--- src/rtl/mf_pkg.sv ---
// ----------------------------------------------------------------------------
// mf_pkg
// Shared widths, register codes, reset values and types of the 9x9 rank filter.
// ----------------------------------------------------------------------------
package mf_pkg;

  localparam int unsigned MAX_ROW_SAMPLES_DEF = 8192;
  localparam int unsigned HALF_WINDOW_DEF     = 4;

  localparam int unsigned SAMPLE_W  = 8;
  localparam int unsigned WIDTH_W   = 12;
  localparam int unsigned HEIGHT_W  = 13;
  localparam int unsigned COMP_W    = 3;
  localparam int unsigned RANK_W    = 7;
  localparam int unsigned CFG_W     = 13;
  localparam int unsigned CFG_IDX_W = 2;
  localparam int unsigned POS_W     = 27;
  localparam int unsigned ROW_W     = 14;
  localparam int unsigned LEN_W     = 15;
  localparam int unsigned COMP_MAX  = 4;
  localparam int unsigned OUTQ_DEPTH = 16;

  localparam logic [WIDTH_W-1:0]  WIDTH_RST  = 12'd640;
  localparam logic [HEIGHT_W-1:0] HEIGHT_RST = 13'd480;
  localparam logic [COMP_W-1:0]   COMP_RST   = 3'd3;
  localparam logic [RANK_W-1:0]   RANK_RST   = 7'd40;

  typedef enum logic [CFG_IDX_W-1:0] {
    REG_IMAGE_WIDTH  = 2'd0,
    REG_IMAGE_HEIGHT = 2'd1,
    REG_COMPONENTS   = 2'd2,
    REG_SELECT_RANK  = 2'd3
  } cfg_reg_e;

  typedef enum logic {
    CMD_SAMPLE = 1'b0,
    CMD_FLUSH  = 1'b1
  } cmd_e;

  typedef struct packed {
    logic [WIDTH_W-1:0]  width;
    logic [HEIGHT_W-1:0] height;
    logic [COMP_W-1:0]   comp;
    logic [RANK_W-1:0]   rank;
  } cfg_t;

  typedef struct packed {
    logic [SAMPLE_W-1:0] value;
    logic                last;
  } res_t;

endpackage

--- src/rtl/mf_outq.sv ---
// ----------------------------------------------------------------------------
// mf_outq
// Output queue with credit count; a credit is taken for every word that
// will give a result, so the pipeline never has to stop.
// ----------------------------------------------------------------------------
module mf_outq import mf_pkg::*; #(
  parameter int unsigned Depth = OUTQ_DEPTH
) (
  input  logic                clk_i,
  input  logic                rst_ni,
  input  logic                take_i,
  input  logic                push_i,
  input  logic [SAMPLE_W-1:0] push_value_i,
  input  logic                push_last_i,
  output logic                full_o,
  output logic                out_valid_o,
  input  logic                out_stall_i,
  output logic [SAMPLE_W-1:0] filtered_o,
  output logic                frame_last_o
);

  localparam int unsigned PtrW = $clog2(Depth);
  localparam int unsigned CntW = $clog2(Depth + 1);

  res_t            entry_q [Depth];
  logic [PtrW-1:0] wr_ptr_q, rd_ptr_q;
  logic [CntW-1:0] count_q, credit_q;
  logic            pop;

  assign out_valid_o  = count_q != '0;
  assign pop          = out_valid_o && !out_stall_i;
  assign full_o       = credit_q == CntW'(Depth);
  assign filtered_o   = entry_q[rd_ptr_q].value;
  assign frame_last_o = entry_q[rd_ptr_q].last;

  always_ff @(posedge clk_i) begin
    if (push_i) begin
      entry_q[wr_ptr_q] <= '{value: push_value_i, last: push_last_i};
    end
  end

  always_ff @(posedge clk_i or negedge rst_ni) begin
    if (!rst_ni) begin
      wr_ptr_q <= '0;
      rd_ptr_q <= '0;
      count_q  <= '0;
      credit_q <= '0;
    end else begin
      if (push_i) begin
        wr_ptr_q <= (wr_ptr_q == PtrW'(Depth - 1)) ? '0 : wr_ptr_q + PtrW'(1);
      end
      if (pop) begin
        rd_ptr_q <= (rd_ptr_q == PtrW'(Depth - 1)) ? '0 : rd_ptr_q + PtrW'(1);
      end
      count_q  <= count_q + CntW'(push_i) - CntW'(pop);
      credit_q <= credit_q + CntW'(take_i) - CntW'(pop);
    end
  end

endmodule

--- config.mk ---
export PLATFORM = sky130hd
export DESIGN_NAME = mf_outq
export DESIGN_NICKNAME = d
export VERILOG_FILES = /design/src/rtl/mf_pkg.sv /design/src/rtl/mf_outq.sv
export SDC_FILE = /design/constraint.sdc
export NUM_CORES = 1
export LEC_CHECK = 0
export ABC_AREA = 1
export BUFFER_PORTS_ARGS = -buffer_cell sky130_fd_sc_hd__buf_2
export CAP_MARGIN = 30
export CORE_MARGIN = 1
export CORE_UTILIZATION = 56
export DETAILED_ROUTE_END_ITERATION = 16
export PLACE_DENSITY_LB_ADDON = 0.12
export SLEW_MARGIN = 0
export SYNTH_ARGS = -nofsm -noshare
export SYNTH_HDL_FRONTEND = slang
export SYNTH_SLANG_ARGS = --single-unit
export TNS_END_PERCENT = 50
--- constraint.sdc ---
create_clock -name clk_i -period 2.2 [get_ports clk_i]
set_input_delay 0.55 -clock clk_i [delete_from_list [all_inputs] [get_ports clk_i]]
set_output_delay 0.55 -clock clk_i [all_outputs]
set_load 0.005 [all_outputs]
==> out/summary.txt <==
Static Leakage: 4.097 nW
class of the worst hold path: input pin to async pin
Post-Place Worst Slack: -0.1002 ns
area grow syn2layout: 20.23%
CTS Sinks: 162
Worst Path Buf+Inv: 4
failing checks: setup timing
Syn Inst Count: 752
drt pass-1 iters: 4
Clock Tree Buf Depth: 2
Slew HR: 72.05%
Final Setup Violations: 9
Core Rows: 41
kind of cell adding the most delay to the critical path: buffers and inverters
Critical Path RT: 1.65 ns
Cells after DPL: 950
Pwr per Cell Area: 1298 nW/µm²
initial antenna violation count: 0
WL per Instance: 17.52 µm
gr usage total: 26.97%
Hold Fails Final Rpt: 0
Post-route DRC: 0
Seq cells post-synth: 162
I/O pins: 25
Slew Viols, Final: 0
Remaining Overflow, GRT: 0
Worst-path clk slew: 0.05 ns
register area share after synthesis: 64.27%
Mapped Avg Cell Area: 9.878 µm²
CTS tree: built
Synthesis Warnings: 0
post-synth design cell area: 7428 µm²
crit start category: flip-flop
CP Max Fanout: 7
Die X-Extent: 117.2 µm
Crit path top cell by count: nand3_2
Finished Layout Cells: 999
die span in y: 117.2 µm
hpwl dp: 9300 µm
clk_lat worst skew: 0.42 ns
Port Buffers: 24
clock root cell: clkbuf_16
synth unique cells: 20
fin crit share: 111.5%
crit end category: output pin
Critical Path Max Stage Delay: 0.46 ns
RD Place Congestion: 0.7611
DR iter-0 viols: 512
Peak supply drop: 786.0 µV
Max Cap Viol: 0
layout cell share with drive strength beyond 1: 18.86%
final wirelength: 17500 µm
nets: 847
largest net degree at the start of global routing: 39
status: complete, but fails checks
# diodes: 0
starting density of the core: 58.15%
worst path cell trace: clkinv_4, buf_12, clkbuf_16, nand2_1, nand3_1, nand3_2, nand3_2, nand2_2, buf_6
final hold slack: 0.05390 ns
total CTS buffers: 17
die area: 13730 µm²
Via-to-Cell Ratio: 5.177
post-synth net total: 785
RSZ-0062 raised after global routing: yes
DRT antenna net count: 0
core footprint: 12770 µm²
vias in the first global route: 4841
Worst-Margin Slew: 0.4193 ns
first-pass GRT wire length: 25870 µm
Tmin final: 2.454 ns
worst setup margin: -0.2538 ns
fin util: 69.92%
via count: 5172
CP max stage cell: dfrtp_2
Setup Skew: 0.004626 ns
total power: 0.01159 W
htree depth: 4
critical path type: flip-flop to output pin
f_max: 0.4075 GHz
Critical Path AT: 1.90 ns
[cell type report]
class                   count  area [µm²]
fillers                   919        3842
multi-input cells         396        2092
clock buffers              24       451.7
inverters                 168       644.4
clock inverters             8       62.56
flip-flops and latches    162        4776
repair buffers             69       689.4
well taps                 172       215.2
[kinds of logic after synthesis]
family,synth area share [%]
flip-flops,64.27
AO/OA/AOI/OAI,0.9095
buffers and inverters,10.63
AND/OR/NAND/NOR,19.49
XOR/XNOR,1.297
adder cells (fa/ha/maj),3.402
[what timing repair did]
item | in CTS | in global routing
hold endpoints to repair | 0 | 0
gates resized for setup | 15 | 59
setup buffers | 4 | 6
cloned | 5 | 3
pin swaps | 1 | 25
hold buffers | 0 | 0
endpoints found under the setup margin | 11 | 14
[synthesized netlist by cell type (all sizes together)]
cell,n,area [µm²]
nand2,235,882.1
inv,165,619.4
edfxtp,144,4324
nand3,97,485.5
buf,22,143.9
nor2,20,75.07
dfrtp,18,450.4
ha,17,212.7
o21ai,7,35.03
xor2,7,61.31
a21oi,5,25.02
clkbuf,4,15.01
xnor2,4,35.03
clkinv,3,11.26
fa,2,40.04
nor3,1,5.000
o21bai,1,7.510
[flip-flops by register name (all words and copies together) (netlist names)]
signal / cells
entry_q: 144
count_q: 5
credit_q: 5
rd_ptr_q: 4
wr_ptr_q: 4
[cell usage in the layout, fill, tap and decap left out, types with 14 or more instances in the layout]
cell	Yosys	final
ha_1	17	14
nand3_1	97	77
buf_4	11	31
buf_2	10	23
dfrtp_1	18	17
clkbuf_16	0	20
nor2_1	20	20
inv_1	163	158
edfxtp_1	144	144
nand2_1	235	208
nand2_2	0	25
nand3_2	0	20
[where the power goes]
group	internal, W	switching, W	total (W)
Combinational	0.00202	0.00293	0.00495
Clock	0.00153	0.00109	0.00262
Sequential	0.00381	0.000209	0.00402
Total	0.00736	0.00423	0.0116
[worst paths after layout]
kind | startpoint | endpoint | slack, ns | cells past startpoint
worst max register to register | count_q[2] | count_q[4] | 0.05 | 13
worst max-delay path | rd_ptr_q[0] | filtered_o[5] | -0.25 | 9
max in group asynchronous | rst_ni | rd_ptr_q[0] | 1.83 | 1
worst min-delay path | rst_ni | count_q[4] | 0.05 | 1
min in group clk_i | take_i | credit_q[0] | 0.38 | 2
worst min register to register | wr_ptr_q[3] | wr_ptr_q[3] | 0.54 | 2
[per-stage QoR]
step,setup TNS (ns),area (µm²)
final,-1.883,8931
after global routing,-2.666,8931
after CTS,-1.640,8617
after detailed placement,-0.1904,7870
after global placement,0,7870
after floorplan,0,7432
[per-layer routing]
metal	track usage, %	vias to the layer above	wire (µm)
li1	-	2486	-
met1	34.39	2475	7007
met2	45.84	174	8959
met3	4.737	37	1096
met4	10.97	0	437
met5	0	-	0
Power figures use the tool's default switching activity.
