**config.mk**
```make
export PLATFORM = sky130hd
export DESIGN_NAME = mf_rank
export DESIGN_NICKNAME = d
export VERILOG_FILES = /design/src/rtl/mf_pkg.sv /design/src/rtl/mf_rank.sv
export SDC_FILE = /design/constraint.sdc
export NUM_CORES = 2
export LEC_CHECK = 0
export BUFFER_PORTS_ARGS = -buffer_cell sky130_fd_sc_hd__buf_2
export CELL_PAD_IN_SITES_DETAIL_PLACEMENT = 1
export CELL_PAD_IN_SITES_GLOBAL_PLACEMENT = 1
export CORE_AREA = 2 2 590 445
export CTS_CLUSTER_DIAMETER = 120
export DETAILED_ROUTE_END_ITERATION = 12
export DIE_AREA = 0 0 592 447
export HOLD_SLACK_MARGIN = 0.02
export PLACE_DENSITY_LB_ADDON = 0.1
export RECOVER_POWER = 100
export SLEW_MARGIN = 20
export SYNTH_ARGS = -nofsm -noshare
export SYNTH_HDL_FRONTEND = slang
export SYNTH_SLANG_ARGS = --single-unit
```
**constraint.sdc**
```tcl
create_clock -name clk_i -period 12.4 [get_ports clk_i]
set_input_delay 1.24 -clock clk_i [delete_from_list [all_inputs] [get_ports clk_i]]
set_output_delay 1.24 -clock clk_i [all_outputs]
set_load 0.05 [all_outputs]
```
**src/rtl/mf_pkg.sv**
```systemverilog
// ----------------------------------------------------------------------------
// mf_pkg
// Shared widths, register codes, reset values and types of the 9x9 rank filter.
// ----------------------------------------------------------------------------
package mf_pkg;

  localparam int unsigned MAX_ROW_SAMPLES_DEF = 8192;
  localparam int unsigned HALF_WINDOW_DEF     = 4;

  localparam int unsigned SAMPLE_W  = 8;
  localparam int unsigned WIDTH_W   = 12;
  localparam int unsigned HEIGHT_W  = 13;
  localparam int unsigned COMP_W    = 3;
  localparam int unsigned RANK_W    = 7;
  localparam int unsigned CFG_W     = 13;
  localparam int unsigned CFG_IDX_W = 2;
  localparam int unsigned POS_W     = 27;
  localparam int unsigned ROW_W     = 14;
  localparam int unsigned LEN_W     = 15;
  localparam int unsigned COMP_MAX  = 4;
  localparam int unsigned OUTQ_DEPTH = 16;

  localparam logic [WIDTH_W-1:0]  WIDTH_RST  = 12'd640;
  localparam logic [HEIGHT_W-1:0] HEIGHT_RST = 13'd480;
  localparam logic [COMP_W-1:0]   COMP_RST   = 3'd3;
  localparam logic [RANK_W-1:0]   RANK_RST   = 7'd40;

  typedef enum logic [CFG_IDX_W-1:0] {
    REG_IMAGE_WIDTH  = 2'd0,
    REG_IMAGE_HEIGHT = 2'd1,
    REG_COMPONENTS   = 2'd2,
    REG_SELECT_RANK  = 2'd3
  } cfg_reg_e;

  typedef enum logic {
    CMD_SAMPLE = 1'b0,
    CMD_FLUSH  = 1'b1
  } cmd_e;

  typedef struct packed {
    logic [WIDTH_W-1:0]  width;
    logic [HEIGHT_W-1:0] height;
    logic [COMP_W-1:0]   comp;
    logic [RANK_W-1:0]   rank;
  } cfg_t;

  typedef struct packed {
    logic [SAMPLE_W-1:0] value;
    logic                last;
  } res_t;

endpackage

```
**src/rtl/mf_rank.sv**
```systemverilog
// ----------------------------------------------------------------------------
// mf_rank
// Radix rank select: one pipeline stage per sample bit, MSB first, each
// counting the live window values that have a zero in that bit.
// ----------------------------------------------------------------------------
module mf_rank import mf_pkg::*; #(
  parameter int unsigned HalfWindow = HALF_WINDOW_DEF,
  localparam int unsigned Rows = 2 * HalfWindow + 1,
  localparam int unsigned NWin = Rows * Rows
) (
  input  logic                          clk_i,
  input  logic                          rst_ni,
  input  logic                          valid_i,
  input  logic [NWin-1:0][SAMPLE_W-1:0] win_i,
  input  logic                          last_i,
  input  logic [RANK_W-1:0]             rank_i,
  output logic                          valid_o,
  output logic [SAMPLE_W-1:0]           value_o,
  output logic                          last_o
);

  localparam int unsigned CntW = $clog2(NWin + 1);
  localparam int unsigned CmpW = (RANK_W > CntW) ? RANK_W : CntW;

  logic                          st_valid [SAMPLE_W+1];
  logic                          st_last  [SAMPLE_W+1];
  logic [SAMPLE_W-1:0]           st_value [SAMPLE_W+1];
  logic [NWin-1:0][SAMPLE_W-1:0] st_win   [SAMPLE_W];
  logic [NWin-1:0]               st_alive [SAMPLE_W];
  logic [RANK_W-1:0]             st_rank  [SAMPLE_W];

  assign st_valid[0] = valid_i;
  assign st_last[0]  = last_i;
  assign st_value[0] = '0;
  assign st_win[0]   = win_i;
  assign st_alive[0] = '1;
  assign st_rank[0]  = rank_i;

  for (genvar k = 0; k < SAMPLE_W; k++) begin : g_stage
    localparam int unsigned Bit = SAMPLE_W - 1 - k;

    logic [NWin-1:0]     zeros, alive_n;
    logic [CntW-1:0]     cnt;
    logic                one;
    logic [RANK_W-1:0]   rank_n;
    logic [SAMPLE_W-1:0] value_n;

    always_comb begin
      for (int e = 0; e < NWin; e++) begin
        zeros[e] = st_alive[k][e] & ~st_win[k][e][Bit];
      end
      cnt = CntW'($countones(zeros));
      one = !(CmpW'(st_rank[k]) < CmpW'(cnt));
      for (int e = 0; e < NWin; e++) begin
        alive_n[e] = st_alive[k][e] & (st_win[k][e][Bit] == one);
      end
      rank_n       = one ? st_rank[k] - RANK_W'(cnt) : st_rank[k];
      value_n      = st_value[k];
      value_n[Bit] = one;
    end

    always_ff @(posedge clk_i or negedge rst_ni) begin
      if (!rst_ni) begin
        st_valid[k+1] <= 1'b0;
      end else begin
        st_valid[k+1] <= st_valid[k];
      end
    end

    always_ff @(posedge clk_i) begin
      if (st_valid[k]) begin
        st_last[k+1]  <= st_last[k];
        st_value[k+1] <= value_n;
      end
    end

    if (k < SAMPLE_W - 1) begin : g_carry
      always_ff @(posedge clk_i) begin
        if (st_valid[k]) begin
          st_win[k+1]   <= st_win[k];
          st_alive[k+1] <= alive_n;
          st_rank[k+1]  <= rank_n;
        end
      end
    end
  end

  assign valid_o = st_valid[SAMPLE_W];
  assign value_o = st_value[SAMPLE_W];
  assign last_o  = st_last[SAMPLE_W];

endmodule

```
==> out/results.ini <==
[flow_run]
maxCapViolCount = 45

[cts]
holdBufCountCts = 0
path_clk_slew_ns = 0.06
numCtsBuffers = 300
cts_max_level = 5
postCtsSetupRepairBufs = 0
cts_tree = built
cts_root_buf = clkbuf_16
clk_latency_ns = 0.85
cts_resized = 0
max-clock-path-buffers = 4
clock_sinks = 2936

[die]
fp.dieArea_um2 = 265000
start_util = 0.459
fp-row-count = 162
io_pins = 669
coreArea_um2 = 259000
die-width_um = 592
die_h_um = 447

[route]
postRouteAntennaNets = 0
finalWirelength_um = 278000
vias_per_cell = 4.97
drc = 0
drt_iter0_markers = 3838
wl_per_cell_um = 25.4
vias = 54500
first_pass_iters = 5

[sta]
hold_viol_final = 0
finalSetupViolCount = 0
skew_ns = 0.0550
rsz0062_at_grt = false
post-route-min-period_ns = 10.11
slew_headroom = -4.00
fmax_mhz = 98.9
fin_crit_sh = 0.815
final_max_slew_viol_count = 2855
finalSetupTns_ns = 0
worst_pin_slew_ns = 7.51

[synthesis]
synth_cells = 6348
syn-num-nets = 7754
yosys_warnings = 0
ys_types = 39
synth.ff_latch_count = 2936
syn_avg_cell_area_um2 = 18.7
netlist_area_um2 = 119000
synth_seq_area_share = 0.742

[finish]
multi_input_area_um2 = 27900
regArea_um2 = 88100
area_growth_pct = 14.2
fin_nets = 8702
layout-drive-gt1-share = 0.156
layout_common_cells = 2,928 x edfxtp_1, 615 x inv_1, 568 x buf_2
layout_commonest_cell = edfxtp_1
n_fill_cell = 23500

[placement]
portBuffers = 668
place_congestion = 0.883
hpwl_um = 207000

[status]
violations = capacitance limit, slew limit
status = finished with violations

[global_routing]
grt_pass1_vias = 59300
grtUsageTotal = 0.211
antenna_found_initial = 95
grt_pass1_wl_um = 398000
overflow = 0
grt_max_degree = 140

[setup_path]
crit_arrival_ns = 10.31
cp-end-kind = register
path_class = in -> reg
start_kind = input port
cp_max_fo = 125
worstPathRequired_ns = 12.60

[worst_hold_path]
hold_class = in -> async

==> synthesized netlist by cell type (all sizes together) <==
master	n	area, um2
xnor2	81	709
mux2i	290	2900
and3	1	6.26
a311o	1	10.0
xor2	63	552
fa	561	11200
nor3b	1	7.51
a21oi	51	255
ha	186	2330
dfrtp	8	200
nor2	4	15.0
edfxtp	2928	87900
nor3	13	65.1
nand3	6	30.0
o21a	21	158
a221oi	3	26.3
o21ai	24	120
inv	615	2310
a211oi	7	52.6
a31o	2	17.5
clkbuf	2	7.51
a41o	2	20.0
nand2	294	1100
o311a	2	20.0
and2	210	1310
nor2b	265	1660
a31oi	2	12.5
nand2b	338	2110
buf	68	389
or3	2	12.5
a2111oi	1	8.76
or2	5	31.3
a21o	29	218
mux2	249	2800
o31ai	1	7.51
o21bai	11	82.6
a21boi	1	7.51
==> worst paths after layout <==
check | startpoint | end | slack (ns) | cells past startpoint
worst min register to register | st_win[2290] | st_win[1642] | 0.39 | 0
max in group asynchronous | rst_ni | st_valid[6] | 11.79 | 1
min in group clk_i | st_win[2290] | st_win[1642] | 0.39 | 0
worst min-delay path | rst_ni | st_valid[3] | 0.31 | 1
worst max register to register | st_valid[6] | st_win[3092] | 2.61 | 3
worst max-delay path | valid_i | st_win[3997] | 2.29 | 3
==> worst max-delay path: stages <==
cell and delay, ns:
clkbuf_1 2.92, buf_12 0.47, clkbuf_1 5.27
==> through the flow <==
| stage | cells | hold slack, ns | area (um2) | worst slack (ns) | util |
|---|---|---|---|---|---|
| 3_5_place_dp | 10400 | 0.405 | 127000 | 2.96 | 0.489 |
| 3_3_place_gp | 10400 | 0.401 | 127000 | 2.99 | 0.489 |
| 4_1_cts | 11000 | 0.160 | 136000 | 2.95 | 0.525 |
| 6_report | 11000 | 0.310 | 136000 | 2.29 | 0.524 |
| 2_1_floorplan | 6348 | 0.400 | 119000 | 0.802 | - |
| 5_1_grt | 11000 | 0.274 | 136000 | 1.41 | 0.524 |
==> layer usage <==
layer  vias up  wire length [um]  part of all wire  track usage
met5         -               115           0.00041            0
met4        20              6440             0.023       0.0465
met3       460             14700             0.053       0.0366
met2      1267            132000              0.48        0.345
met1     28200            124000              0.45        0.297
li1      24600                 -                 -            -
==> cell type report <==
type	count	area share
inverters	615	0.0170
clock inverters	151	0.0116
flip-flops and latches	2936	0.650
well taps	3444	0.0318
repair buffers	716	0.0258
multi-input cells	2727	0.206
diodes	21	0.000387
clock buffers	363	0.0577
==> flip-flops by register name, summed over array words and instances, names as in the netlist <==
| signal | cells |
|---|---|
| st_alive | 567 |
| valid_o | 1 |
| st_rank | 49 |
| st_valid | 7 |
| g_stage.value_n | 28 |
| st_win | 2268 |
| value_o | 8 |
| last_o | 1 |
| st_last | 7 |
==> cell families (layout without fill, tap and decap cells) <==
logic type / Yosys count / after routing / share of synthesized area
DFF: 2936 / 2936 / 0.742
and+or+nand+nor: 1139 / 1139 / 0.0535
adders and majority gates: 747 / 747 / 0.114
buffers and inverters: 685 / 1845 / 0.0228
muxes: 539 / 539 / 0.0481
AOI/OAI and AO/OA: 158 / 158 / 0.00856
xor gates and xnor gates: 144 / 144 / 0.0106
other: 0 / 21 / 0
Power is not shown: default switching activity piles up to over one toggle a cycle in this logic, so the estimate is an artifact.
